--- src/spsc_pkg.sv ---
// shared types and constants for the stream pattern skip/clip block
// no dependencies

package spsc_pkg;

   localparam int MAX_PATTERN = 8;
   localparam int IDX_W       = $clog2(MAX_PATTERN);
   localparam int FILL_W      = $clog2(MAX_PATTERN + 1);
   localparam int QDEPTH      = 2;
   localparam int QPTR_W      = $clog2(QDEPTH);
   localparam int QCNT_W      = $clog2(QDEPTH + 1);

   localparam logic [1:0] KIND_DATA     = 2'd0;
   localparam logic [1:0] KIND_FOUND    = 2'd1;
   localparam logic [1:0] KIND_NOTFOUND = 2'd2;

   localparam logic [1:0] CSR_CLIP_MODE = 2'd0;
   localparam logic [1:0] CSR_PATTERN   = 2'd1;
   localparam logic [1:0] CSR_LENGTH    = 2'd2;

   localparam logic ACTION_DATA = 1'b0;
   localparam logic ACTION_EOS  = 1'b1;

   typedef logic [MAX_PATTERN-1:0][7:0] window_type;

   typedef struct packed {
      window_type        wnd;
      logic [IDX_W-1:0]  hi;
      logic [FILL_W-1:0] count;
      logic              term;
      logic [1:0]        term_kind;
   } job_type;

   typedef struct packed {
      logic              full;
      logic [QCNT_W-1:0] count;
   } qstat_type;

endpackage

--- src/spsc_front.sv ---
// front end: config registers, sliding window, match and job building
// depends on spsc_pkg

module spsc_front (
   input  logic                 clock,
   input  logic                 reset,
   input  logic                 csr_wen,
   input  logic [1:0]           csr_index,
   input  logic [63:0]          csr_wdata,
   input  logic                 req_tvalid,
   output logic                 req_tready,
   input  logic [7:0]           req_tdata,
   input  logic                 req_tuser,
   input  spsc_pkg::qstat_type  q_stat,
   output logic                 push,
   output spsc_pkg::job_type    push_job
);

   logic                            clip_ff;
   logic [63:0]                     pat_ff;
   logic [3:0]                      len_cfg_ff;
   spsc_pkg::window_type            wnd_ff, wnd_in;
   logic [spsc_pkg::FILL_W-1:0]     fill_ff, fill_in;
   logic [spsc_pkg::FILL_W-1:0]     len_eff;
   logic [spsc_pkg::IDX_W-1:0]      len_m1;
   logic [spsc_pkg::FILL_W-1:0]     fill_mid;
   logic [spsc_pkg::FILL_W-1:0]     fill_m1;
   logic                            match;
   logic                            accept;
   logic [spsc_pkg::IDX_W-1:0]      sel;

   assign req_tready = !q_stat.full;
   assign accept     = req_tvalid && req_tready;

   always_comb begin
      if (len_cfg_ff == '0) begin
         len_eff = spsc_pkg::FILL_W'(1);
      end else if (len_cfg_ff > 4'(spsc_pkg::MAX_PATTERN)) begin
         len_eff = spsc_pkg::FILL_W'(spsc_pkg::MAX_PATTERN);
      end else begin
         len_eff = spsc_pkg::FILL_W'(len_cfg_ff);
      end
   end

   assign len_m1  = spsc_pkg::IDX_W'(len_eff - spsc_pkg::FILL_W'(1));
   assign fill_m1 = fill_ff - spsc_pkg::FILL_W'(1);

   always_comb begin
      wnd_in = {wnd_ff[spsc_pkg::MAX_PATTERN-2:0], req_tdata};
      fill_mid = (fill_ff >= len_eff) ? len_eff : fill_ff + spsc_pkg::FILL_W'(1);
      match = (fill_mid == len_eff);
      for (int i = 0; i < spsc_pkg::MAX_PATTERN; i++) begin
         sel = len_m1 - spsc_pkg::IDX_W'(i);
         if (spsc_pkg::FILL_W'(i) < len_eff && wnd_in[sel] != pat_ff[8*i +: 8]) begin
            match = 1'b0;
         end
      end
   end

   always_comb begin
      push_job.wnd       = wnd_ff;
      push_job.hi        = spsc_pkg::IDX_W'(fill_m1);
      push_job.count     = '0;
      push_job.term      = 1'b0;
      push_job.term_kind = spsc_pkg::KIND_NOTFOUND;
      fill_in            = fill_ff;
      if (req_tuser == spsc_pkg::ACTION_EOS) begin
         if (clip_ff) begin
            push_job.count = fill_ff;
         end
         push_job.term = 1'b1;
         fill_in       = '0;
      end else begin
         if (clip_ff && fill_ff >= len_eff) begin
            push_job.count = fill_ff - len_eff + spsc_pkg::FILL_W'(1);
         end
         if (match) begin
            push_job.term      = 1'b1;
            push_job.term_kind = spsc_pkg::KIND_FOUND;
            fill_in            = '0;
         end else begin
            fill_in = fill_mid;
         end
      end
   end

   assign push = accept && (push_job.term || push_job.count != '0);

   always_ff @(posedge clock) begin
      if (reset) begin
         clip_ff    <= 1'b0;
         pat_ff     <= '0;
         len_cfg_ff <= 4'd1;
         fill_ff    <= '0;
      end else begin
         if (csr_wen) begin
            case (csr_index)
               spsc_pkg::CSR_CLIP_MODE: clip_ff    <= csr_wdata[0];
               spsc_pkg::CSR_PATTERN:   pat_ff     <= csr_wdata;
               spsc_pkg::CSR_LENGTH:    len_cfg_ff <= csr_wdata[3:0];
               default: ;
            endcase
         end
         if (accept) begin
            fill_ff <= fill_in;
         end
      end
   end

   always_ff @(posedge clock) begin
      if (accept && req_tuser == spsc_pkg::ACTION_DATA) begin
         wnd_ff <= wnd_in;
      end
   end

endmodule

--- src/spsc_queue.sv ---
// short job queue between front and back
// depends on spsc_pkg

module spsc_queue (
   input  logic                 clock,
   input  logic                 reset,
   input  logic                 push,
   input  spsc_pkg::job_type    push_job,
   input  logic                 pop,
   output logic                 head_valid,
   output spsc_pkg::job_type    head_job,
   output spsc_pkg::qstat_type  q_stat
);

   spsc_pkg::job_type               mem_ff [spsc_pkg::QDEPTH];
   logic [spsc_pkg::QPTR_W-1:0]     wr_ff, rd_ff;
   logic [spsc_pkg::QCNT_W-1:0]     cnt_ff;
   logic                            do_pop;

   assign head_valid   = (cnt_ff != '0);
   assign head_job     = mem_ff[rd_ff];
   assign do_pop       = pop && head_valid;
   assign q_stat.full  = (cnt_ff == spsc_pkg::QCNT_W'(spsc_pkg::QDEPTH));
   assign q_stat.count = cnt_ff;

   always_ff @(posedge clock) begin
      if (reset) begin
         wr_ff  <= '0;
         rd_ff  <= '0;
         cnt_ff <= '0;
      end else begin
         if (push) begin
            wr_ff <= (wr_ff == spsc_pkg::QPTR_W'(spsc_pkg::QDEPTH - 1)) ? '0
                     : wr_ff + spsc_pkg::QPTR_W'(1);
         end
         if (do_pop) begin
            rd_ff <= (rd_ff == spsc_pkg::QPTR_W'(spsc_pkg::QDEPTH - 1)) ? '0
                     : rd_ff + spsc_pkg::QPTR_W'(1);
         end
         if (push && !do_pop) begin
            cnt_ff <= cnt_ff + spsc_pkg::QCNT_W'(1);
         end else if (!push && do_pop) begin
            cnt_ff <= cnt_ff - spsc_pkg::QCNT_W'(1);
         end
      end
   end

   always_ff @(posedge clock) begin
      if (push) begin
         mem_ff[wr_ff] <= push_job;
      end
   end

endmodule

--- src/spsc_back.sv ---
// back end: walks one job into result items, one a cycle while the output is not stalled, through the output register
// depends on spsc_pkg

module spsc_back (
   input  logic               clock,
   input  logic               reset,
   input  logic               head_valid,
   input  spsc_pkg::job_type  head_job,
   output logic               pop,
   output logic               rsp_tvalid,
   input  logic               rsp_tready,
   output logic [7:0]         rsp_tdata,
   output logic [1:0]         rsp_tuser,
   output logic               rsp_tlast
);

   logic                          out_valid_ff, out_valid_in;
   logic [7:0]                    out_byte_ff;
   logic [1:0]                    out_kind_ff;
   logic                          out_last_ff;
   logic [spsc_pkg::FILL_W-1:0]   k_ff, k_in;
   logic                          produce;
   logic                          is_data;
   logic                          final_one;
   logic [spsc_pkg::IDX_W-1:0]    idx;

   assign produce = head_valid && (!out_valid_ff || rsp_tready);
   assign is_data = (k_ff < head_job.count);
   assign idx     = head_job.hi - spsc_pkg::IDX_W'(k_ff);

   always_comb begin
      if (is_data) begin
         final_one = !head_job.term && (k_ff + spsc_pkg::FILL_W'(1) == head_job.count);
      end else begin
         final_one = 1'b1;
      end
   end

   assign pop  = produce && final_one;
   assign k_in = pop ? '0 : k_ff + spsc_pkg::FILL_W'(1);

   always_comb begin
      if (produce) begin
         out_valid_in = 1'b1;
      end else if (rsp_tready) begin
         out_valid_in = 1'b0;
      end else begin
         out_valid_in = out_valid_ff;
      end
   end

   always_ff @(posedge clock) begin
      if (reset) begin
         out_valid_ff <= 1'b0;
         k_ff         <= '0;
      end else begin
         out_valid_ff <= out_valid_in;
         if (produce) begin
            k_ff <= k_in;
         end
      end
   end

   always_ff @(posedge clock) begin
      if (produce) begin
         if (is_data) begin
            out_byte_ff <= head_job.wnd[idx];
            out_kind_ff <= spsc_pkg::KIND_DATA;
            out_last_ff <= 1'b0;
         end else begin
            out_byte_ff <= '0;
            out_kind_ff <= head_job.term_kind;
            out_last_ff <= 1'b1;
         end
      end
   end

   assign rsp_tvalid = out_valid_ff;
   assign rsp_tdata  = out_byte_ff;
   assign rsp_tuser  = out_kind_ff;
   assign rsp_tlast  = out_last_ff;

endmodule

--- src/stream_pattern_skip_clip.sv ---
// top level of the stream pattern skip/clip block
// an accepted request's results pass through the job queue and the output register
// throughput: one request per cycle while output is not stalled and each request
//   gives at most one result; a request with n results (up to 9) holds the back end
// reset: synchronous; clears the search, queue and output valid, config to defaults
// depends on spsc_pkg, spsc_front, spsc_queue, spsc_back

module stream_pattern_skip_clip (
   input  logic         clock,
   input  logic         reset,
   input  logic         csr_wen,
   input  logic [1:0]   csr_index,
   input  logic [63:0]  csr_wdata,
   input  logic         req_tvalid,
   output logic         req_tready,
   input  logic [7:0]   req_tdata,   // data_byte
   input  logic         req_tuser,   // action
   output logic         rsp_tvalid,
   input  logic         rsp_tready,
   output logic [7:0]   rsp_tdata,   // out_byte
   output logic [1:0]   rsp_tuser,   // kind
   output logic         rsp_tlast
);

   logic                 push;
   spsc_pkg::job_type    push_job;
   logic                 pop;
   logic                 head_valid;
   spsc_pkg::job_type    head_job;
   spsc_pkg::qstat_type  q_stat;

   spsc_front u_front (
      .clock      (clock),
      .reset      (reset),
      .csr_wen    (csr_wen),
      .csr_index  (csr_index),
      .csr_wdata  (csr_wdata),
      .req_tvalid (req_tvalid),
      .req_tready (req_tready),
      .req_tdata  (req_tdata),
      .req_tuser  (req_tuser),
      .q_stat     (q_stat),
      .push       (push),
      .push_job   (push_job)
   );

   spsc_queue u_queue (
      .clock      (clock),
      .reset      (reset),
      .push       (push),
      .push_job   (push_job),
      .pop        (pop),
      .head_valid (head_valid),
      .head_job   (head_job),
      .q_stat     (q_stat)
   );

   spsc_back u_back (
      .clock      (clock),
      .reset      (reset),
      .head_valid (head_valid),
      .head_job   (head_job),
      .pop        (pop),
      .rsp_tvalid (rsp_tvalid),
      .rsp_tready (rsp_tready),
      .rsp_tdata  (rsp_tdata),
      .rsp_tuser  (rsp_tuser),
      .rsp_tlast  (rsp_tlast)
   );

   a_reset_idle: assert property (@(posedge clock) reset |=> !rsp_tvalid)
      else $error("result valid after reset");

   a_last_kind: assert property (@(posedge clock) disable iff (reset)
      rsp_tvalid |-> (rsp_tlast == (rsp_tuser != spsc_pkg::KIND_DATA)))
      else $error("last flag does not match result kind");

   a_term_zero: assert property (@(posedge clock) disable iff (reset)
      (rsp_tvalid && rsp_tuser != spsc_pkg::KIND_DATA) |-> (rsp_tdata == '0))
      else $error("terminal result carries nonzero byte");

   a_queue_bound: assert property (@(posedge clock) disable iff (reset)
      (q_stat.full |-> !push) and
      (q_stat.count <= spsc_pkg::QCNT_W'(spsc_pkg::QDEPTH)))
      else $error("job queue overflow");

endmodule
--- config.mk ---
export PLATFORM = sky130hd
export DESIGN_NAME = stream_pattern_skip_clip
export DESIGN_NICKNAME = d
export VERILOG_FILES = /design/src/spsc_pkg.sv /design/src/spsc_front.sv /design/src/spsc_queue.sv /design/src/spsc_back.sv /design/src/stream_pattern_skip_clip.sv
export SDC_FILE = /design/constraint.sdc
export NUM_CORES = 1
export LEC_CHECK = 0
export ABC_CLOCK_PERIOD_IN_PS = 11800
export BUFFER_PORTS_ARGS = -buffer_cell sky130_fd_sc_hd__buf_2
export CAP_MARGIN = 20
export CORE_ASPECT_RATIO = 1.4
export CORE_MARGIN = 2
export CORE_UTILIZATION = 35
export CTS_BUF_LIST = sky130_fd_sc_hd__clkbuf_8
export DETAILED_ROUTE_END_ITERATION = 7
export PLACE_DENSITY = 0.52
export RECOVER_POWER = 100
export SKIP_LAST_GASP = 1
export SLEW_MARGIN = 10
export SYNTH_ARGS = -nofsm -noshare
export SYNTH_HDL_FRONTEND = slang
export SYNTH_HIERARCHICAL = 1
export SYNTH_SLANG_ARGS = --single-unit
--- constraint.sdc ---
create_clock -name clock -period 11.8 [get_ports clock]
set_input_delay 2.36 -clock clock [delete_from_list [all_inputs] [get_ports clock]]
set_output_delay 2.36 -clock clock [all_outputs]
set_load 0.02 [all_outputs]
# ---- Yosys cells after proc, flatten, opt, wreduce, memory -nomap -nowiden
# Memory sizes are Yosys's and may differ from the RTL's. A register that Yosys moved wholly into a read port is not among the register bits.
# Cells that the tools add are included.
# Widths: inputs -> output; s select.
dict set report totals {
  regBits 157
  mem_bits_rw 148
  input_bits 80
  out_inout_bits 13
  memories 1
}
# name depth word_bits read_ports rd_ports_with_merged_regs wr line_no
set memory_table {}
lappend memory_table {u_queue.mem_ff 2 74 1 1 1 spsc_queue.sv:15} ;# spsc_pkg::job_type mem_ff [spsc_pkg::QDEPTH];
dict set report classes {
  n_addsub 18
  n_lt_le_gt_ge 20
  n_eq_ne 13
  n_mux 49
  bitwise_logic 1
  reduce_logical 34
}
# operator n
set op_table {}
lappend op_table {{$bmux 8 s3} 9}
lappend op_table {{$mux 8} 9}
lappend op_table {{$ne 8x8->1} 8}
lappend op_table {{$lt 3x4->1 const B} 9}
lappend op_table {{$mux 4} 8}
lappend op_table {{$logic_and 1x1->1} 18}
lappend op_table {{$mux 1} 18}
lappend op_table {{$lt 3x4->1 const A} 4}
lappend op_table {{$add 4x1->4 const B} 3}
lappend op_table {{$sub 3x3->3 const B} 4}
lappend op_table {{$sub 3x1->3 const B} 3}
lappend op_table {{$eq 4x4->1} 2}
lappend op_table {{$lt 1x4->1 const A} 2}
lappend op_table {{$lt 2x4->1 const A} 2}
lappend op_table {{$mux 2} 3}
lappend op_table {{$reduce_and 2->1} 3}
lappend op_table {{$reduce_bool 2->1} 3}
lappend op_table {{$sub 3x2->3 const B} 2}
lappend op_table {{$logic_not 1->1} 5}
lappend op_table {{$mux 5} 1}
lappend op_table {{$eq 2x2->1 const B} 2}
lappend op_table {{$ge 4x4->1} 1}
lappend op_table {{$gt 4x4->1 const B} 1}
lappend op_table {{$logic_not 4->1} 1}
lappend op_table {{other kinds (12)} 14}

# ---- Depth between registers and ports, before layout
# Gate-level depths: netlist of the first run.
dict set report depth {
  word_depth 25
  ltp_mapped 25
  depth_no_buf 18
}

# ---- Hierarchy
# The synthesis of the first run kept the hierarchy.
# mod instances cells_each area_each_um2 seq_area_each_um2
set by_module_without_submodules {}
lappend by_module_without_submodules {spsc_front 1 1110 9948.3 3383.2}
lappend by_module_without_submodules {spsc_queue 1 252 5569.1 4544.4}
lappend by_module_without_submodules {spsc_back 1 107 1280.0 430.4}

# ---- Worst setup path before layout of the first run
# OpenSTA, ideal clock, no wires.
dict set report synth_path {
  path_kind {input to register}
  start {input port req_tdata[7]}
  end {memory u_queue/mem_ff[0][0] in the netlist's numbering (enable)}
  setup_time_ps 516
  arrival_time_ps 8276
  setup_slack_ps 3009
  stages 9
  cell_sequence {mux4_2 -> nand2b_1 -> mux4_2 -> nor4_1 -> a32o_1 -> o21ai_1 -> or4_4 -> o31ai_1 -> nor2b_1}
}
dict set report synth_via {
  elab_chain_len 18
  elab_cells_between_ends 46
}
# item line_no
set synth_rtl {}
lappend synth_rtl {{from (decl)} stream_pattern_skip_clip.sv:16} ;# input logic [7:0] req_tdata,
lappend synth_rtl {{$bmux 8 s3} spsc_front.sv:54} ;# if (spsc_pkg::FILL_W'(i) < len_eff && wnd_in[sel] != pat_ff[8*i +: 8]) begin
lappend synth_rtl {{$mux 8 (implied by the code)} spsc_front.sv:54}
lappend synth_rtl {{$ne 8x8->1} spsc_front.sv:54}
lappend synth_rtl {{$logic_and 1x1->1} spsc_front.sv:54}
lappend synth_rtl {{$mux 1 (7 in series)} spsc_front.sv:54}
lappend synth_rtl {{$mux 1 (*)} spsc_front.sv:54}
lappend synth_rtl {{$mux 3 (*)} spsc_front.sv:77} ;# if (match) begin
lappend synth_rtl {{$mux 5 (*)} spsc_front.sv:67} ;# if (req_tuser == spsc_pkg::ACTION_EOS) begin
lappend synth_rtl {{$logic_or 1x1->1 (*)} spsc_front.sv:87} ;# assign push = accept && (push_job.term || push_job.count != '0);
lappend synth_rtl {{$logic_and 1x1->1 (*)} spsc_front.sv:87}
lappend synth_rtl {{named net push} stream_pattern_skip_clip.sv:25} ;# logic push;
lappend synth_rtl {{$mux 1 (*)} spsc_queue.sv:49} ;# if (push) begin
lappend synth_rtl {{$mux 1 (implied by the code) (*)} spsc_queue.sv:50} ;# mem_ff[wr_ff] <= push_job;
lappend synth_rtl {{to (decl)} spsc_queue.sv:15}
# Mark *: on every way through the listed nets, which the timed path passes. The rest lies on a longest branch. The select of a mux whose other input is x is not followed.

# ---- Final worst setup path of the first run
dict set report layout_path {
  start {register u_front.len_cfg_ff[2]}
  end {memory u_queue/mem_ff[1][71] in the netlist's numbering (enable)}
}
dict set report layout_via {
  elab_chain_len 22
  elab_cells_between_ends 74
}
# item line_no
set layout_rtl {}
lappend layout_rtl {{from (decl)} spsc_front.sv:21} ;# logic [3:0] len_cfg_ff;
lappend layout_rtl {{from (signal assigned)} spsc_front.sv:100} ;# spsc_pkg::CSR_LENGTH: len_cfg_ff <= csr_wdata[3:0];
lappend layout_rtl {{$gt 4x4->1} spsc_front.sv:38} ;# end else if (len_cfg_ff > 4'(spsc_pkg::MAX_PATTERN)) begin
lappend layout_rtl {{$mux 4} spsc_front.sv:38}
lappend layout_rtl {{$mux 4 (*)} spsc_front.sv:36} ;# if (len_cfg_ff == '0) begin
lappend layout_rtl {{$sub 3x1->3} spsc_front.sv:45} ;# assign len_m1 = spsc_pkg::IDX_W'(len_eff - spsc_pkg::FILL_W'(1));
lappend layout_rtl {{$sub 3x1->3 / $bmux 8 s3 (equally long branches)} {spsc_front.sv:53, spsc_front.sv:54}}
lappend layout_rtl {{$bmux 8 s3 / $mux 8 (equally long branches)} spsc_front.sv:54}
lappend layout_rtl {{$mux 8 (implied by the code) / $ne 8x8->1 (equally long branches)} spsc_front.sv:54}
lappend layout_rtl {{$ne 8x8->1 / $logic_and 1x1->1 (equally long branches)} spsc_front.sv:54}
lappend layout_rtl {{$logic_and 1x1->1 / $mux 1 (equally long branches)} spsc_front.sv:54}
lappend layout_rtl {{$mux 1 (7 in series)} spsc_front.sv:54}
lappend layout_rtl {{$mux 3} spsc_front.sv:77}
lappend layout_rtl {{$mux 5 (*)} spsc_front.sv:67}
lappend layout_rtl {{$logic_or 1x1->1 (*)} spsc_front.sv:87}
lappend layout_rtl {{$logic_and 1x1->1 (*)} spsc_front.sv:87}
lappend layout_rtl {{named net push} stream_pattern_skip_clip.sv:25}
lappend layout_rtl {{$mux 1 (*)} spsc_queue.sv:49}
lappend layout_rtl {{$mux 1 (implied by the code) (*)} spsc_queue.sv:50}
# Marks and branches as above.

==> impl_metrics.csv, run 1 <==
group,metric,value,unit
route,wl_met2,25200,um
job,maxCapViolations,4,
synth,synthesis.area,16800,um2
sta,grt_setup_unrepaired,"no",
run_status,violations,"max-capacitance violations, max-slew violations",
route,num_vias,12030,
synth,yosysSeqAreaShare,49.76,%
power_and_ir_drop,cellInternalPower,1.843,mW
floorplanning,start_util,35.24,%
grt,antenna_found_initial,1,
cts,max-clock-path-buffers,3,
cts,clk_latency,0.60,ns
critical_path,ff2ff_path_depth,15,
synth,syn_nets,1571,
power_and_ir_drop,seqPwrFrac,49.8,%
floorplanning,dieArea,49790,um2
synth,synth-async-reset-ratio,0,%
synth,ys_warn_count,6,
route,avgRoutedWirePerCell,22.64,um
layout,nets,1640,
route,viasPerCell,5.456,
power_and_ir_drop,p_per_area,140.9,nW/um2
critical_path,ff2ff_setup_slack,2.31,ns
synth,synth_edf_count,223,
route,routed.top_layer,"met4",
floorplanning,core,47660,um2
sta,fin_tns_setup,0,ns
critical_path,critical_path.max_stage_delay,1.16,ns
floorplanning,ios,93,
sta,slew_headroom,-184.6,%
placement,gp_congestion,0.9213,
layout,area_delta_synth_final,10.21,%
sta,worst_slew_pin_slew,4.269,ns
layout,drive_gt1_share,18.17,%
power_and_ir_drop,power.leakage,6.583,nW
cts,clock_sink_count,306,
sta,finalSetupViolCount,0,
floorplanning,die_h,263.2,um
critical_path,path_class,"register to register",
sta,hold_viol,0,
power_and_ir_drop,total_power,2.609,mW
sta,fin_crit_sh,80.43,%
power_and_ir_drop,p_clk_share,31.5,%
synth,synth_cells,1469,
critical_path,cp-end-kind,"register",
route,drt-pass1-iter-count,5,
cts,cts_setup_buffers,0,
critical_path,worstPathArrival,9.67,ns
synth,ys_seq_elements,306,
layout,mostFrequentLayoutCells,"edfxtp_1 (223), nand2_1 (209), a21oi_1 (99), mux2i_1 (92), dfxtp_1 (82)",
cts,root_buffer,"clkbuf_8",
critical_path,cp-start-kind,"register",
worst_hold_path,hold_class,"register to register",
cts,cts_tree,"built",
route,wl_met1,19330,um
critical_path,crit_fanout,56,
cts,cts_hold_buf,0,
sta,fmax,105.4,MHz
floorplanning,fp-row-count,95,
route,drt_iter0_markers,758,
synth,synth_area_per_cell,11.43,um2
sta,slew_viol_final,273,
placement,port-buffer-count,92,
critical_path,worstPathRequired,11.98,ns
power_and_ir_drop,combPwrFrac,18.7,%
layout,final_common_cell,"edfxtp_1",
critical_path,cpMaxStageDelayCell,"clkbuf_2",
sta,skew,0.02873,ns
synth,synth.distinct_cells,83,
cts,postCtsResizedCells,0,
grt,overflow,0,
critical_path,path_cells,"o21ba_1, nor2_1, buf_4, ha_1, inv_1, clkbuf_1, a221o_1, nor4b_1, nand4b_1, a22oi_1, a21boi_0, or4_1, o31ai_1, and2_4, clkbuf_2",
route,drt-total-wl,49930,um
cts,clk_pin_slew,0.06,ns
cts,cts_made_buffers,47,
grt,grt_pass1_wl,74630,um
sta,fin_crit,9.491,ns
run_status,status,"finished with violations",
power_and_ir_drop,switching_share,29.37,%
route,drc,0,
sta,holdWs,0.4418,ns
power_and_ir_drop,p_sw,0.7663,mW
worst_hold_path,worstHoldPathCells,0,
power_and_ir_drop,ir_worst_vdd,0.07677,mV
synth,synth_ff_type,"edfxtp_1",
route,wl_met3,2387,um
route,drt.antenna.violating_nets,0,
placement,dpl.hpwl,35760,um
floorplanning,dieWidth,189.2,um
grt,track_usage,19.91,%
grt,grt_pass1_vias,11838,
cts,htree_levels,2,
grt,grt_max_degree,77,
## worst max-delay path, delay by kind of cell (launching register included)
| family | cells | cell delay (ns) |
|---|---|---|
| AOI/OAI and AO/OA | 5 | 2.63 |
| adders and majority gates | 1 | 0.97 |
| DFF | 1 | 0.76 |
| and+or+nand+nor | 5 | 1.90 |
| buffers and inverters | 4 | 2.73 |
## Yosys cell counts (7+ instances only)
| master | n | area share (%) |
|---|---|---|
| a211oi_1 | 15 | 0.67 |
| a21oi_1 | 99 | 2.9 |
| a31oi_1 | 9 | 0.34 |
| and2_1 | 13 | 0.48 |
| and3_1 | 18 | 0.67 |
| buf_1 | 11 | 0.25 |
| buf_2 | 14 | 0.42 |
| buf_4 | 13 | 0.58 |
| buf_6 | 11 | 0.74 |
| clkbuf_1 | 42 | 0.94 |
| dfxtp_1 | 83 | 9.9 |
| edfxtp_1 | 223 | 40 |
| ha_1 | 19 | 1.4 |
| inv_1 | 41 | 0.92 |
| mux2_2 | 81 | 5.4 |
| mux2i_1 | 92 | 5.5 |
| mux4_2 | 45 | 6.0 |
| nand2_1 | 209 | 4.7 |
| nand2b_1 | 16 | 0.60 |
| nand3_1 | 20 | 0.60 |
| nand3b_1 | 7 | 0.31 |
| nor2_1 | 46 | 1.0 |
| nor3_1 | 34 | 1.0 |
| nor3b_1 | 14 | 0.63 |
| o211ai_1 | 18 | 0.80 |
| o21ai_0 | 37 | 1.1 |
| o31ai_1 | 7 | 0.31 |
| or3_1 | 10 | 0.37 |
| xnor2_1 | 50 | 2.6 |
| xor2_1 | 47 | 2.5 |
## cells by family after synthesis
kind of cell / after synthesis / share of synthesized area, %
simple gates: 435 / 12.63
flops: 306 / 49.76
compound gates: 254 / 9.602
mux: 218 / 16.95
buf+inv: 135 / 3.903
xor+xnor: 99 / 5.385
fa+ha+maj: 22 / 1.773
## through the flow
step	setup slack, ns	util [%]	area (um2)	cells
after CTS	3.648	38.97	18580	2203
after global routing	1.807	38.84	18510	2205
after detailed placement	3.673	37.18	17720	2118
after global placement	3.780	37.18	17720	2118
final	2.309	38.84	18510	2205
after floorplan	3.009	-	16800	1469
## power by group through the flow
stage / clock [mW] / sequential, mW / combinational, mW
finish: 0.821 / 1.30 / 0.488
global route: 0.892 / 1.31 / 0.532
CTS: 0.857 / 1.30 / 0.500
detailed placement: 0 / 1.32 / 0.498
global placement: 0 / 1.32 / 0.495
floorplan: 0 / 1.31 / 0.343
## per-layer routing
| layer | track usage [%] | vias up |
|---|---|---|
| li1 | - | 5587 |
| met1 | 23.62 | 5914 |
| met2 | 34.69 | 402 |
| met3 | 2.346 | 127 |
| met4 | 11.38 | 0 |
| met5 | 0 | - |
## path summary, 6_finish.rpt
path,start,endpoint
setup / recovery,u_front/len_cfg_ff[2],u_queue/mem_ff[1][71]
hold / removal,u_front/push_job[69],u_queue/mem_ff[0][69]
setup reg to reg,u_front/len_cfg_ff[2],u_queue/mem_ff[1][71]
hold reg to reg,u_front/push_job[69],u_queue/mem_ff[0][69]
## state kept, by name (all words and copies together), names as in the netlist, named ones only
name / cells
u_front/clip_ff: 1
u_front/push_job: 64
u_back/rsp_tvalid: 1
u_front/pat_ff: 64
u_back/rsp_tlast: 1
u_queue/cnt_ff: 2
u_back/rsp_tuser: 2
u_front/fill_ff: 4
u_front/len_cfg_ff: 4
u_queue/rd_ff: 1
u_queue/mem_ff: 148
u_queue/wr_ff: 1
u_back/rsp_tdata: 8
u_back/k_ff: 4
## final cells by class
class,count,area [um2]
antenna,1,2.502
clock buffer,48,660.6
clock inverter,37,193.9
fill,4657,29150
inverter,44,165.2
multi-input combinational,1028,7790
sequential,306,8359
tap,630,788.3
timing repair buffer,111,553.0
Power figures use the tool's default switching activity.
==> run 2: changes to the inputs <==
--- a/config.mk
+++ b/config.mk
@@ -5,7 +5,7 @@
 export SDC_FILE = /design/constraint.sdc
 export NUM_CORES = 1
 export LEC_CHECK = 0
-export ABC_CLOCK_PERIOD_IN_PS = 11800
+export ABC_CLOCK_PERIOD_IN_PS = 8300
 export BUFFER_PORTS_ARGS = -buffer_cell sky130_fd_sc_hd__buf_2
 export CAP_MARGIN = 20
 export CORE_ASPECT_RATIO = 1.4
@@ -13,7 +13,7 @@
 export CORE_UTILIZATION = 35
 export CTS_BUF_LIST = sky130_fd_sc_hd__clkbuf_8
 export DETAILED_ROUTE_END_ITERATION = 7
-export PLACE_DENSITY = 0.52
+export PLACE_DENSITY = 0.53
 export RECOVER_POWER = 100
 export SKIP_LAST_GASP = 1
 export SLEW_MARGIN = 10
==> constraint.sdc (replaced) <==
create_clock -name clock -period 8.3 [get_ports clock]
set_input_delay 1.66 -clock clock [delete_from_list [all_inputs] [get_ports clock]]
set_output_delay 1.66 -clock clock [all_outputs]
set_load 0.02 [all_outputs]
==> run 2 against run 1 <==
  * Largest power group unchanged
  * Critical path type unchanged
  * Global-route usage up 0.21 points
  * Highest routed layer unchanged
  * Cell count rose by 0.45%
  * Maximum frequency increased by 28%
  * The flow still finishes with violations (max-capacitance violations, max-slew violations)
  * Worst setup slack lost 1.4 ns
  * Non-clock buffer count is 11 higher
  * First-iteration DRC count is 14% higher
  * Combinational power grew 46%
==> impl_metrics.csv, run 2 (same netlist as run 1, synthesis figures left out) <==
group,metric,value,unit
sta,slew_headroom,-177.9,%
grt,grt_pass1_wl,75680,um
layout,drive_gt1_share,19.13,%
critical_path,worstPathArrival,7.68,ns
layout,final_common_cell,"edfxtp_1",
critical_path,ff2ff_setup_slack,0.89,ns
grt,grt_max_degree,76,
floorplanning,start_util,35.24,%
route,drt-total-wl,50460,um
power_and_ir_drop,ir_worst_vdd,0.1600,mV
power_and_ir_drop,seqPwrFrac,46.9,%
layout,mostFrequentLayoutCells,"edfxtp_1 (223), nand2_1 (209), a21oi_1 (99), mux2i_1 (92), dfxtp_1 (83)",
grt,track_usage,20.13,%
cts,postCtsResizedCells,0,
route,viasPerCell,5.447,
power_and_ir_drop,p_sw,1.101,mW
critical_path,critical_path.max_stage_delay,1.01,ns
sta,fin_crit,7.408,ns
route,drc,0,
layout,finalInstanceArea,18830,um2
floorplanning,dieArea,49790,um2
cts,htree_levels,2,
sta,fin_crit_sh,89.25,%
cts,cts_tree,"built",
power_and_ir_drop,combPwrFrac,18.1,%
placement,gp_congestion,0.9367,
power_and_ir_drop,total_power,3.940,mW
critical_path,r2r-start,"u_front/len_cfg_ff[2]",
placement,placed_cell_area,17870,um2
grt,grt_pass1_vias,12217,
cts,clk_latency,0.58,ns
critical_path,cpMaxStageDelayCell,"and2b_1",
worst_hold_path,worstHoldPathCells,0,
power_and_ir_drop,cellInternalPower,2.839,mW
cts,cts_made_buffers,47,
power_and_ir_drop,switching_share,27.94,%
sta,fin_tns_setup,0,ns
critical_path,startpoint,"u_front/len_cfg_ff[2]",
critical_path,crit_buf_inv,3,
critical_path,path_class,"register to register",
sta,fmax,135.0,MHz
critical_path,path_delay_family,"simple AND/OR/NAND/NOR gates",
critical_path,crit_fanout,32,
cts,root_buffer,"clkbuf_8",
cts,clk_pin_slew,0.06,ns
sta,worst_slew_pin_slew,4.169,ns
worst_hold_path,hold_class,"register to register",
route,drt_iter0_markers,861,
layout,post-route-util,39.51,%
critical_path,path_cells,"and2b_1, inv_1, a221oi_1, o21ai_0, and3b_1, nor3_1, o21ai_0, nor4_1, buf_4, o21ai_0, or4_1, o31ai_1, and2_2, buf_12",
floorplanning,die_h,263.2,um
route,num_vias,12064,
grt,overflow,0,
critical_path,worstPathRequired,8.57,ns
critical_path,cp-start-kind,"register",
worst_hold_path,holdCritStartpoint,"u_front/push_job[72]",
cts,cts_setup_buffers,0,
floorplanning,core,47660,um2
placement,dpl.hpwl,36210,um
placement,port-buffer-count,92,
power_and_ir_drop,power.leakage,6.700,nW
layout,nets,1651,
floorplanning,dieWidth,189.2,um
route,drt.antenna.violating_nets,0,
run_status,violations,"max-capacitance violations, max-slew violations",
cts,max-clock-path-buffers,3,
floorplanning,ios,93,
grt,antenna_found_initial,1,
critical_path,cp-end-kind,"register",
sta,finalSetupViolCount,0,
layout,largest_register_ffs,148,
route,drt-pass1-iter-count,4,
cts,clock_sink_count,306,
sta,slew_viol_final,216,
critical_path,ff2ff_path_depth,14,
sta,skew,0.01772,ns
power_and_ir_drop,p_clk_share,35.0,%
worst_hold_path,worst_hold_path.endpoint,"u_queue/mem_ff[1][72]",
sta,grt_setup_unrepaired,"no",
run_status,status,"finished with violations",
layout,area_delta_synth_final,12.13,%
sta,hold_viol,0,
cts,cts_hold_buf,0,
layout,regMostFlops,"u_queue/mem_ff",
floorplanning,fp-row-count,95,
critical_path,r2r_end,"u_queue/mem_ff[1][71]",
power_and_ir_drop,p_per_area,209.2,nW/um2
job,maxCapViolations,3,
critical_path,crit_top_cell,"o21ai_0",
route,avgRoutedWirePerCell,22.78,um
-- run 2: power groups by stage --
stage               Combinational (mW)  Clock [mW]  Sequential (mW)
global route                     0.771        1.48             1.86
finish                           0.711        1.38             1.85
CTS                              0.723        1.42             1.85
detailed placement               0.720           0             1.88
floorplan                        0.488           0             1.85
global placement                 0.713           0             1.88
-- run 2: worst max path at each step --
stage | cells after the start | slack [ns] | to
after detailed placement | 18 | 1.49 | u_queue/mem_ff[0][63]
after CTS | 18 | 1.44 | u_queue/mem_ff[0][71]
after global routing | 14 | 0.59 | u_queue/mem_ff[1][23]
after global placement | 18 | 1.53 | u_queue/mem_ff[0][23]
after floorplan | 19 | 1.01 | u_queue/mem_ff[0][0]
final | 14 | 0.89 | u_queue/mem_ff[1][71]
-- run 2: layer usage --
| metal | wire [um] | global-route usage, % | vias up | part of all wire [%] |
|---|---|---|---|---|
| met4 | 3853 | 14.21 | 0 | 7.6 |
| li1 | - | - | 5591 | - |
| met3 | 2074 | 2.360 | 123 | 4.1 |
| met5 | 0 | 0 | - | 0 |
| met1 | 20050 | 23.97 | 5955 | 40 |
| met2 | 24480 | 33.69 | 395 | 49 |
-- run 2: final cells by class --
type | instances | area (um2)
Inverter | 44 | 165.2
Antenna cell | 1 | 2.502
Multi-Input combinational cell | 1028 | 7805
Sequential cell | 306 | 8358
Tap cell | 630 | 788.3
Clock buffer | 47 | 646.9
Clock inverter | 37 | 374.1
Fill cell | 4613 | 28830
Timing Repair Buffer | 122 | 694.4
-- run 2: metrics by stage --
stage	hold slack (ns)	worst slack (ns)	instances
2_1_floorplan	0.4215	1.009	1469
3_3_place_gp	0.4254	1.533	2129
3_5_place_dp	0.4306	1.491	2130
4_1_cts	0.4426	1.442	2214
5_1_grt	0.4517	0.5907	2215
6_report	0.4425	0.8923	2215
